$ cat src/rtl/core/tcv_front.sv
// accepts input transactions and pushes them into the command queue
module tcv_front #(
	parameter int DEPTH_LOG = 2,
	parameter int PAY_W = 1
) (
	input  logic             clk,
	input  logic             arst_n,
	input  logic             in_valid,
	output logic             in_ready,
	input  logic [PAY_W-1:0] in_pay,
	output logic             q_valid,
	input  logic             q_ready,
	output logic [PAY_W-1:0] q_pay
);

	localparam int DEPTH = 1 << DEPTH_LOG;

	logic [PAY_W-1:0]   buf_q [DEPTH];
	logic [DEPTH_LOG:0] wp_q, rp_q;
	logic [DEPTH_LOG:0] fill;

	assign fill     = wp_q - rp_q;
	assign in_ready = (fill != (DEPTH_LOG+1)'(DEPTH));
	assign q_valid  = (fill != '0);
	assign q_pay    = buf_q[rp_q[DEPTH_LOG-1:0]];

	always_ff @(posedge clk) begin
		if (in_valid && in_ready) begin
			buf_q[wp_q[DEPTH_LOG-1:0]] <= in_pay;
		end
	end

	always_ff @(posedge clk or negedge arst_n) begin
		if (!arst_n) begin
			wp_q <= '0;
			rp_q <= '0;
		end else begin
			if (in_valid && in_ready) wp_q <= wp_q + 1'b1;
			if (q_valid && q_ready) rp_q <= rp_q + 1'b1;
		end
	end

endmodule

$ cat config.mk
export PLATFORM = sky130hd
export DESIGN_NAME = tcv_front
export DESIGN_NICKNAME = d
export VERILOG_FILES = /design/src/rtl/core/tcv_front.sv
export SDC_FILE = /design/constraint.sdc
export NUM_CORES = 1
export LEC_CHECK = 0
export BUFFER_PORTS_ARGS = -buffer_cell sky130_fd_sc_hd__buf_2
export CAP_MARGIN = 20
export CORE_AREA = 2 2 39 41
export DETAILED_ROUTE_END_ITERATION = 8
export DIE_AREA = 0 0 41 43
export PLACE_DENSITY = 0.6
export SYNTH_ARGS = -nofsm -noshare
export SYNTH_HDL_FRONTEND = slang
export SYNTH_SLANG_ARGS = --single-unit
$ cat constraint.sdc
create_clock -name clk -period 2.7 [get_ports clk]
set_clock_uncertainty 0.2 [all_clocks]
set_input_delay 0 -clock clk [delete_from_list [all_inputs] [get_ports clk]]
set_output_delay 0 -clock clk [all_outputs]
set_load 0.005 [all_outputs]
# Yosys cells after proc, flatten, opt, wreduce, memory -nomap -nowiden
# Memories as Yosys holds them, arrays and structs flattened.
# Cells that the tools add are included.
[totals] ramBits=4 memories=1 input_bits=5 wordCells=12 output_inout_bits=3 reg_bits=6
[op_classes] eq_ne=1 n_reduce_logical=3 addsub=3 n_mux=2
[mem_list] memory="buf_q" depth=4 width=1 read_ports=1 rd_clocked_by_memory_dff=0 wr=1 line="18" rtl="logic [PAY_W-1:0] buf_q [DEPTH];"
[ops] cell="3-bit by 1-bit adder with 3-bit output, second input constant" count=2
[ops] cell="3-bit != test, second input constant" count=1
[ops] cell="3-bit nonzero test" count=1
[ops] cell="3-bit subtractor" count=1
[ops] cell="1-bit logical AND" count=2
[ops] cell="1-bit two-way mux" count=2

# Depth between registers and ports, before layout
# Gate-level depths: netlist of the first run.
[logic_depth] depth_word=5 mapped_depth=6 ltp_nobuf=6

# Worst setup path before layout of the first run
# No wires, ideal clock.
[synth_timing] path_type="flip-flop to flip-flop" start="reg wp_q[0]" end="mem buf_q[0] (enable)" n_path_buf=0 required_ns=2.208 stages_incl_launch_ff=7 period_less_slack_ns=1.949 path_slack_ns=0.751 setup_ns=0.292 arrival_time_ns=1.457 cell_sequence="dfrtp_1 > inv_1 > ha_1 > nor2b_1 > xnor2_4 > a31oi_4 > and2_1"
[synth_between] elab_chain_cells=5
[synth_rtl] item="start, declared" line="19" rtl="logic [DEPTH_LOG:0] wp_q, rp_q;"
[synth_rtl] item="start signal, assigned" line="38" rtl="if (in_valid && in_ready) wp_q <= wp_q + 1'b1;"
[synth_rtl] item="3-bit subtractor" line="22" rtl="assign fill = wp_q - rp_q;"
[synth_rtl] item="3-bit != test" line="23" rtl="assign in_ready = (fill != (DEPTH_LOG+1)'(DEPTH));"
[synth_rtl] item="1-bit logical AND" line="28" rtl="if (in_valid && in_ready) begin"
[synth_rtl] item="1-bit two-way mux" line="28"
[synth_rtl] item="1-bit two-way mux (implied by the code)" line="29" rtl="buf_q[wp_q[DEPTH_LOG-1:0]] <= in_pay;"
[synth_rtl] item="end, declared" line="18"
# Parallel ways exist; a longest one is shown, timed or not.

# Worst setup path after layout of the first run
# Same ends and word-level chain as after synthesis.

==> results of run 1 <==
metrics by stage:
step           total power [µW]  instances
2_1_floorplan             719.0         42
4_1_cts                   947.1         74
3_5_place_dp              835.1         65
3_3_place_gp              806.5         65
6_report                  934.5         74
5_1_grt                    1015         74
how the worst max path moves through the flow:
stage | cells past startpoint | to | start | slack [ns]
after floorplan | 6 | buf_q[0] | wp_q[0] | 0.75
after global placement | 6 | buf_q[1] | wp_q[0] | 0.65
after detailed placement | 6 | buf_q[0] | wp_q[0] | 0.58
after CTS | 6 | buf_q[0] | wp_q[0] | 0.56
after global routing | 6 | buf_q[0] | wp_q[0] | 0.48
final | 6 | buf_q[0] | wp_q[0] | 0.57
sequential cells by signal, summed over array words and instances (netlist names):
register / flops
buf_q: 4
wp_q: 3
rp_q: 3
final cells by class:
class	instances	area [µm²]	area share, %
multi-input combinational	28	309.0	42.59
sequential	10	270.3	37.24
timing repair buffer	12	85.08	11.72
clock buffer	4	26.28	3.621
tap	16	20.02	2.759
inverter	4	15.01	2.069
worst register-to-register path, cell delays in order (launching register included):
cell     delay [ns]
dfrtp_1        0.40
inv_1          0.16
ha_1           0.16
nor2b_1        0.32
xnor2_4        0.15
a31oi_4        0.28
and2_1         0.17
cells in the final DEF (no fill, tap or decap), drive strengths merged:
cell / synthesis / layout
buf: 0 / 7
nand2: 2 / 2
inv: 4 / 4
dfrtp: 6 / 6
o211ai: 1 / 1
xnor2: 5 / 5
dlygate4sd3: 0 / 5
or2: 1 / 1
nand3: 1 / 1
ha: 7 / 7
and2: 3 / 3
clkbuf: 0 / 4
a31oi: 2 / 2
mux2: 2 / 2
mux4: 1 / 1
xor2: 1 / 1
edfxtp: 4 / 4
o21ai: 1 / 1
nor2b: 1 / 1
cells in the mapped netlist, drive strengths merged:
library cell / number
ha: 7
dfrtp: 6
xnor2: 5
edfxtp: 4
inv: 4
and2: 3
a31oi: 2
mux2: 2
nand2: 2
mux4: 1
nand3: 1
nor2b: 1
o211ai: 1
o21ai: 1
or2: 1
xor2: 1
power breakdown:
part	switching [µW]	internal [µW]	total, µW
logic	269	272	542
clock network	47.9	57.0	105
registers	63.3	225	288
total	381	554	934
logic make-up after synthesis:
family	Yosys count
buf+inv	4
compound gates	4
flops	10
xor+xnor	6
fa+ha+maj	7
mux	3
simple gates	8
metal layers:
| layer | GRT usage, % | vias to the layer above | share of wire [%] |
|---|---|---|---|
| met5 | 0 | - | 0 |
| met4 | 10.00 | 0 | 1.1 |
| met3 | 3.141 | 2 | 3.5 |
| met2 | 20.63 | 6 | 50 |
| met1 | 14.24 | 155 | 45 |
| li1 | - | 177 | - |
==> reports/results.ini, run 1 <==
[cells_and_area]
fin_util_pct = 52.44
antenna_cells = 0
areaGrowthSynthToFinish_pct = 22.11
design_area_um2 = 725.7
drive_above_1_share_pct = 31.03
layout.nets = 71
nFillCells = 124

[yosys]
synth_fa_ha_area_share_pct = 14.74
yosys.area.top_type_share_pct = 25.26
synth_compound_area_share_pct = 8.421
synth_fp_nets = 54
synth_area_leaders = dfrtp_1, edfxtp_1, ha_1, xnor2_4, xnor2_1
synth_area_leader_cell = dfrtp_1
ys_warn_count = 0
synthDistinctLibCells = 20
syn-cell-area_um2 = 594.3
synthMuxAreaShare_pct = 8.211
synth-simple-area-share_pct = 7.368
synth_top_family_by_area = adder cells
synth_area_per_cell_um2 = 14.15
syn-instance-count = 42
synth_xor_area_share_pct = 13.26
ys_ff_latch = 10
ys_seq_area_share_pct = 45.47

[floorplan]
rows = 14
io_pins = 8
die-height_um = 43
coreArea_um2 = 1384
die_area_um2 = 1763
start_util_pct = 42.95
die_width_um = 41

[global_route]
grt_antenna_before_repair = 0
grt_pass1_vias = 339
grt_pass1_wl_mm = 1.428
overflow = 0
track_usage_pct = 13.16
grt_max_degree = 7

[min_path]
whs_path_depth = 2
holdPathEnd = buf_q[1]
min_from = in_pay
hold_class = in -> reg

[routing]
drtIter0Drc = 2
detail_route.wl_per_cell_um = 12.19
vias = 340
routed_wl_um = 902
first_pass_iters = 2
drc = 0
antenna_left = 0
post_drt_via_cell_ratio = 4.595

[worst_setup_path]
worstPathRequired_ns = 2.48
slowest_delay_ns = 0.40
r2r_start = wp_q[0]
reg2regPathDepth = 6
critical_path_class = reg -> reg
end_kind = register
cp_slowest_cell = dfrtp_1
rrSetupSlack_ns = 0.57
path_cells = inv_1 > ha_1 > nor2b_1 > xnor2_4 > a31oi_4 > and2_1
arrival_ns = 1.90
start_kind = register
crit_family = simple AND/OR/NAND/NOR gates
worstPathBufferInverterCount = 1
r2r_end = buf_q[0]
worst-path-max-fanout = 6

[cts]
postCtsSetupBuffers = 0
ctsHoldBuffers = 5
clock_latency_ns = 0.26
cts_tree = yes
cts_buffer_depth = 2
clk_pin_slew_ns = 0.06
root_buffer = clkbuf_4
clock-sinks = 10
cts_buffers = 3
htree_levels = 1
cts_resized = 0

[run_status]
outcome = completed

[timing]
fmax_mhz = 470.5
slew_headroom_pct = 76.41
tightestPinTransition_ns = 0.3532
rsz0062_at_grt = no
finalHoldViolations = 0
holdWs_ns = 0.2890
min_period_ns = 2.125
worst_slack_ns = 0.5746
finalSetupTns_ns = 0
finalMaxSlewViolations = 0
period_share_pct = 78.72
setup-violations-final = 0

[job]
maxCapViolCount = 0

[place]
portBuffers = 7
gp_congestion = 0.7183
dp_slack_ns = 0.5802
place_area_um2 = 649.4

[power]
power.leakage_uw = 0.0003151
ir_worst_vdd_mv = 0.5014
powerDensity_nw_per_um2 = 1288

No activity file was read; power rests on OpenSTA's default activity.
==> inputs of run 2 (changes only) <==
==> constraint.sdc (replaced) <==
create_clock -name clk -period 2.1 [get_ports clk]
set_clock_uncertainty 0.2 [all_clocks]
set_input_delay 0 -clock clk [delete_from_list [all_inputs] [get_ports clk]]
set_output_delay 0 -clock clk [all_outputs]
set_load 0.005 [all_outputs]
==> reports/results.ini, run 2 (synthesized netlist as in run 1, its figures left out) <==
[worst_setup_path]
cp_slowest_cell = dfrtp_1
reg2regPathDepth = 5
worst-path-max-fanout = 6
critical_path_class = reg -> reg
slowest_delay_ns = 0.44
arrival_ns = 1.72
rrSetupSlack_ns = 0.16
worstPathRequired_ns = 1.88
r2r_start = wp_q[1]
path_cells = ha_1 > nor2b_2 > xnor2_4 > a31oi_4 > and2_1
r2r_end = buf_q[0]
start_kind = register
end_kind = register

[place]
gp_congestion = 0.7945
dp_hpwl_um = 766
portBuffers = 7
placedCellCount = 67

[floorplan]
start_util_pct = 42.95
coreArea_um2 = 1384
io_pins = 8
die_area_um2 = 1763
rows = 14
die-height_um = 43
die_width_um = 41

[global_route]
overflow = 0
grt_max_degree = 7
grt_antenna_before_repair = 0
track_usage_pct = 13.14
grt_pass1_vias = 367
grt_pass1_wl_mm = 1.483

[timing]
rsz0062_at_grt = no
setup-violations-final = 0
finalMaxSlewViolations = 0
slew_headroom_pct = 78.66
finalSetupTns_ns = 0
fmax_mhz = 514.7
period_share_pct = 92.53
min_period_ns = 1.943
finalHoldViolations = 0
tightestPinTransition_ns = 0.3191

[cells_and_area]
areaGrowthSynthToFinish_pct = 25.05
layout.nets = 73
drive_above_1_share_pct = 35.00
final_cell_mix = ha_1, buf_2, dfrtp_1
antenna_cells = 0
largest_register_ffs = 4
finalNonFillerCells = 76
nFillCells = 116

[run_status]
outcome = completed

[routing]
vias = 356
detail_route.wl_per_cell_um = 12.63
antenna_left = 0
routed_wl_um = 960
drtIter0Drc = 9
drc = 0
post_drt_via_cell_ratio = 4.684
first_pass_iters = 4

[cts]
htree_levels = 1
root_buffer = clkbuf_4
cts_buffers = 3
cts_buffer_depth = 2
cts_tree = yes
clk_pin_slew_ns = 0.07
clock_latency_ns = 0.26
clock-sinks = 10

[min_path]
hold_class = in -> reg
holdPathEnd = buf_q[1]
min_from = in_pay
whs_path_depth = 2

[power]
pwr-share-seq_pct = 29.0
p_switching_uw = 500.7
power.leakage_uw = 0.0003256
ir_worst_vdd_mv = 0.7615
power_uw = 1238
power_frac_comb_pct = 60.2
p_int_uw = 737.4
powerDensity_nw_per_um2 = 1666
clkPwrFrac_pct = 10.9
swShare_pct = 40.44

[job]
maxCapViolCount = 0

-- run 2: stage by stage --
stage,util (%),area [µm²],setup WS (ns),hold WS (ns)
floorplan,-,594.3,0.1508,-0.4956
global placement,48.01,664.4,0.1165,-0.3639
detailed placement,48.01,664.4,0.07325,-0.3600
CTS,53.53,740.7,0.05450,0.2832
global route,53.71,743.2,0.04708,0.2948
finish,53.71,743.2,0.1570,0.2915
-- run 2: worst max-delay path by stage --
stage,startpoint,to,slack [ns]
floorplan,wp_q[0],buf_q[0],0.15
global placement,wp_q[1],buf_q[0],0.12
detailed placement,wp_q[1],buf_q[0],0.07
CTS,wp_q[1],buf_q[0],0.05
global route,wp_q[1],buf_q[0],0.05
finish,wp_q[1],buf_q[0],0.16
-- run 2: cell type report --
type | count | area (µm²) | share of cell area (%)
flip-flops and latches | 10 | 270.3 | 36.36
well taps | 16 | 20.02 | 2.694
repair buffers | 14 | 100.1 | 13.47
multi-input cells | 28 | 311.5 | 41.92
clock buffers | 3 | 22.52 | 3.030
inverters | 4 | 15.01 | 2.020
clock inverters | 1 | 3.754 | 0.5051
-- run 2: metal layers --
layer,share of wire (%),wire (µm),GRT usage (%)
met5,0,0,0
met4,0,0,6.000
met3,4.2,40,3.141
met2,50,481,19.69
met1,46,437,17.17
-- run 2: power by group through the flow --
stage / sequential [µW] / clock, µW / combinational, µW
6_report: 358 / 135 / 745
3_5_place_dp: 363 / 0 / 745
2_1_floorplan: 354 / 0 / 571
5_1_grt: 369 / 151 / 824
3_3_place_gp: 358 / 0 / 716
4_1_cts: 360 / 139 / 752
-- run 2: critical path: cells and delay by family, from the launching register on --
| kind | cells | cell delay (ns) |
|---|---|---|
| xor+xnor | 1 | 0.13 |
| fa+ha+maj | 1 | 0.24 |
| flops | 1 | 0.44 |
| compound gates | 1 | 0.27 |
| simple gates | 2 | 0.39 |
-- run 2: timing repair --
item                                   4_1_cts  5_1_grt
endpoints found under the hold margin       16        0
hold buffers                                 5        0
resized for setup                            0        1
buffers inserted                             0        0
setup endpoints to repair                    0        4
==> inputs of run 3 (changes only) <==
==> constraint.sdc (replaced) <==
create_clock -name clk -period 2.5 [get_ports clk]
set_clock_uncertainty 0.2 [all_clocks]
set_input_delay 0 -clock clk [delete_from_list [all_inputs] [get_ports clk]]
set_output_delay 0 -clock clk [all_outputs]
set_load 0.005 [all_outputs]
==> reports/results.ini, run 3 (synthesized netlist as in run 1, its figures left out) <==
[run_status]
outcome = completed

[cts]
root_buffer = clkbuf_4
htree_levels = 1
clk_pin_slew_ns = 0.07
cts_buffers = 3
clock-sinks = 10
postCtsSetupBuffers = 0
cts_tree = yes
clock_latency_ns = 0.26
cts_buffer_depth = 2

[global_route]
grt_antenna_before_repair = 0
track_usage_pct = 12.03
use_met1_pct = 14.19
overflow = 0
grtUsageMet3_pct = 3.141
busiest_layer = met2
use_met2_pct = 17.19
grt_pass1_wl_mm = 1.338
grt_max_degree = 7
grt_pass1_vias = 319

[worst_setup_path]
end_kind = register
worstPathBufferInverterCount = 1
cp_slowest_cell = dfrtp_1
slowest_delay_ns = 0.40
worstPathRequired_ns = 2.29
worst-path-max-fanout = 6
critical_path_class = reg -> reg
start_kind = register
path_cells = inv_1 > ha_1 > nor2b_1 > xnor2_4 > a31oi_4 > and2_1
arrival_ns = 1.88
crit_family = simple AND/OR/NAND/NOR gates

[timing]
worst_slack_ns = 0.4098
holdWs_ns = 0.2858
period_share_pct = 83.61
rsz0062_at_grt = no
finalSetupTns_ns = 0
fmax_mhz = 478.4
finalHoldViolations = 0
slew_headroom_pct = 78.47
min_period_ns = 2.090
tightestPinTransition_ns = 0.3223
setup-violations-final = 0
finalMaxSlewViolations = 0

[cells_and_area]
final_cell_mix = ha_1, buf_2, dfrtp_1
seq_area_um2 = 270.3
nFillCells = 122
antenna_cells = 0
layout.nets = 71
drive_above_1_share_pct = 31.03
areaGrowthSynthToFinish_pct = 22.11
multiInputGateArea_um2 = 309.0
largest_register_ffs = 4

[power]
swShare_pct = 40.73
power_uw = 1008
power_frac_comb_pct = 58.3
power.leakage_uw = 0.0003154
p_int_uw = 597.3
powerDensity_nw_per_um2 = 1389
ir_worst_vdd_mv = 0.7077
pwr-share-seq_pct = 30.6
clkPwrFrac_pct = 11.1
p_switching_uw = 410.5

[job]
maxCapViolCount = 0

[place]
dp_hpwl_um = 687.6
portBuffers = 7
dp_slack_ns = 0.4058
gp_congestion = 0.7104

[floorplan]
die-height_um = 43
die_area_um2 = 1763
die_width_um = 41
start_util_pct = 42.95
rows = 14
io_pins = 8
coreArea_um2 = 1384

[routing]
drtIter0Drc = 1
drc = 0
routed_wl_um = 873
first_pass_iters = 2
antenna_left = 0
detail_route.wl_per_cell_um = 11.80
vias = 351
post_drt_via_cell_ratio = 4.743

[min_path]
hold_class = in -> reg

run 3: cell types whose count changed in the layout (fill, tap and decap cells not counted):
cell	previous run	this run
nor2b_1	0	1
nor2b_2	1	0
buf_4	2	0
run 3: final cells by class:
cell class | count | area share [%]
Multi-Input combinational cell | 28 | 42.59
Clock buffer | 3 | 3.103
Clock inverter | 1 | 0.5172
Timing Repair Buffer | 12 | 11.72
Tap cell | 16 | 2.759
Inverter | 4 | 2.069
Sequential cell | 10 | 37.24
run 3: power groups by stage:
stage | clock (µW) | combinational [µW] | sequential, µW
final | 112 | 588 | 308
after global routing | 119 | 652 | 319
after CTS | 115 | 599 | 312
after detailed placement | 0 | 591 | 315
after global placement | 0 | 564 | 310
after floorplan | 0 | 479 | 297
run 3: path summary, 6_finish.rpt:
path | start | to | slack, ns | cells past startpoint
setup / recovery | wp_q[0] | buf_q[0] | 0.41 | 6
hold / removal | in_pay | buf_q[0] | 0.29 | 2
setup reg to reg | wp_q[0] | buf_q[0] | 0.41 | 6
hold reg to reg | wp_q[2] | wp_q[2] | 0.32 | 1
max in group asynchronous | arst_n | rp_q[2] | 1.38 | 3
min in group asynchronous | arst_n | wp_q[1] | 0.48 | 3
run 3: through the flow:
stage               util (%)  cell area, µm²  cells
global placement       46.93           649.4     65
CTS                    52.44           725.7     74
detailed placement     46.93           649.4     65
floorplan                  -           594.3     42
global route           52.44           725.7     74
finish                 52.44           725.7     74
run 3: what timing repair did:
item / in CTS / in global routing
setup endpoints to repair: 0 / 0
hold buffers: 5 / 0
gates resized for setup: 0 / 0
hold endpoints to repair: 17 / 0
run 3: metal layers:
metal | part of all wire (%) | vias to the layer above | wire length [µm]
li1 | - | 178 | -
met1 | 45 | 161 | 397
met2 | 47 | 8 | 412
met3 | 3.8 | 4 | 33
met4 | 3.3 | 0 | 29
met5 | 0 | - | 0
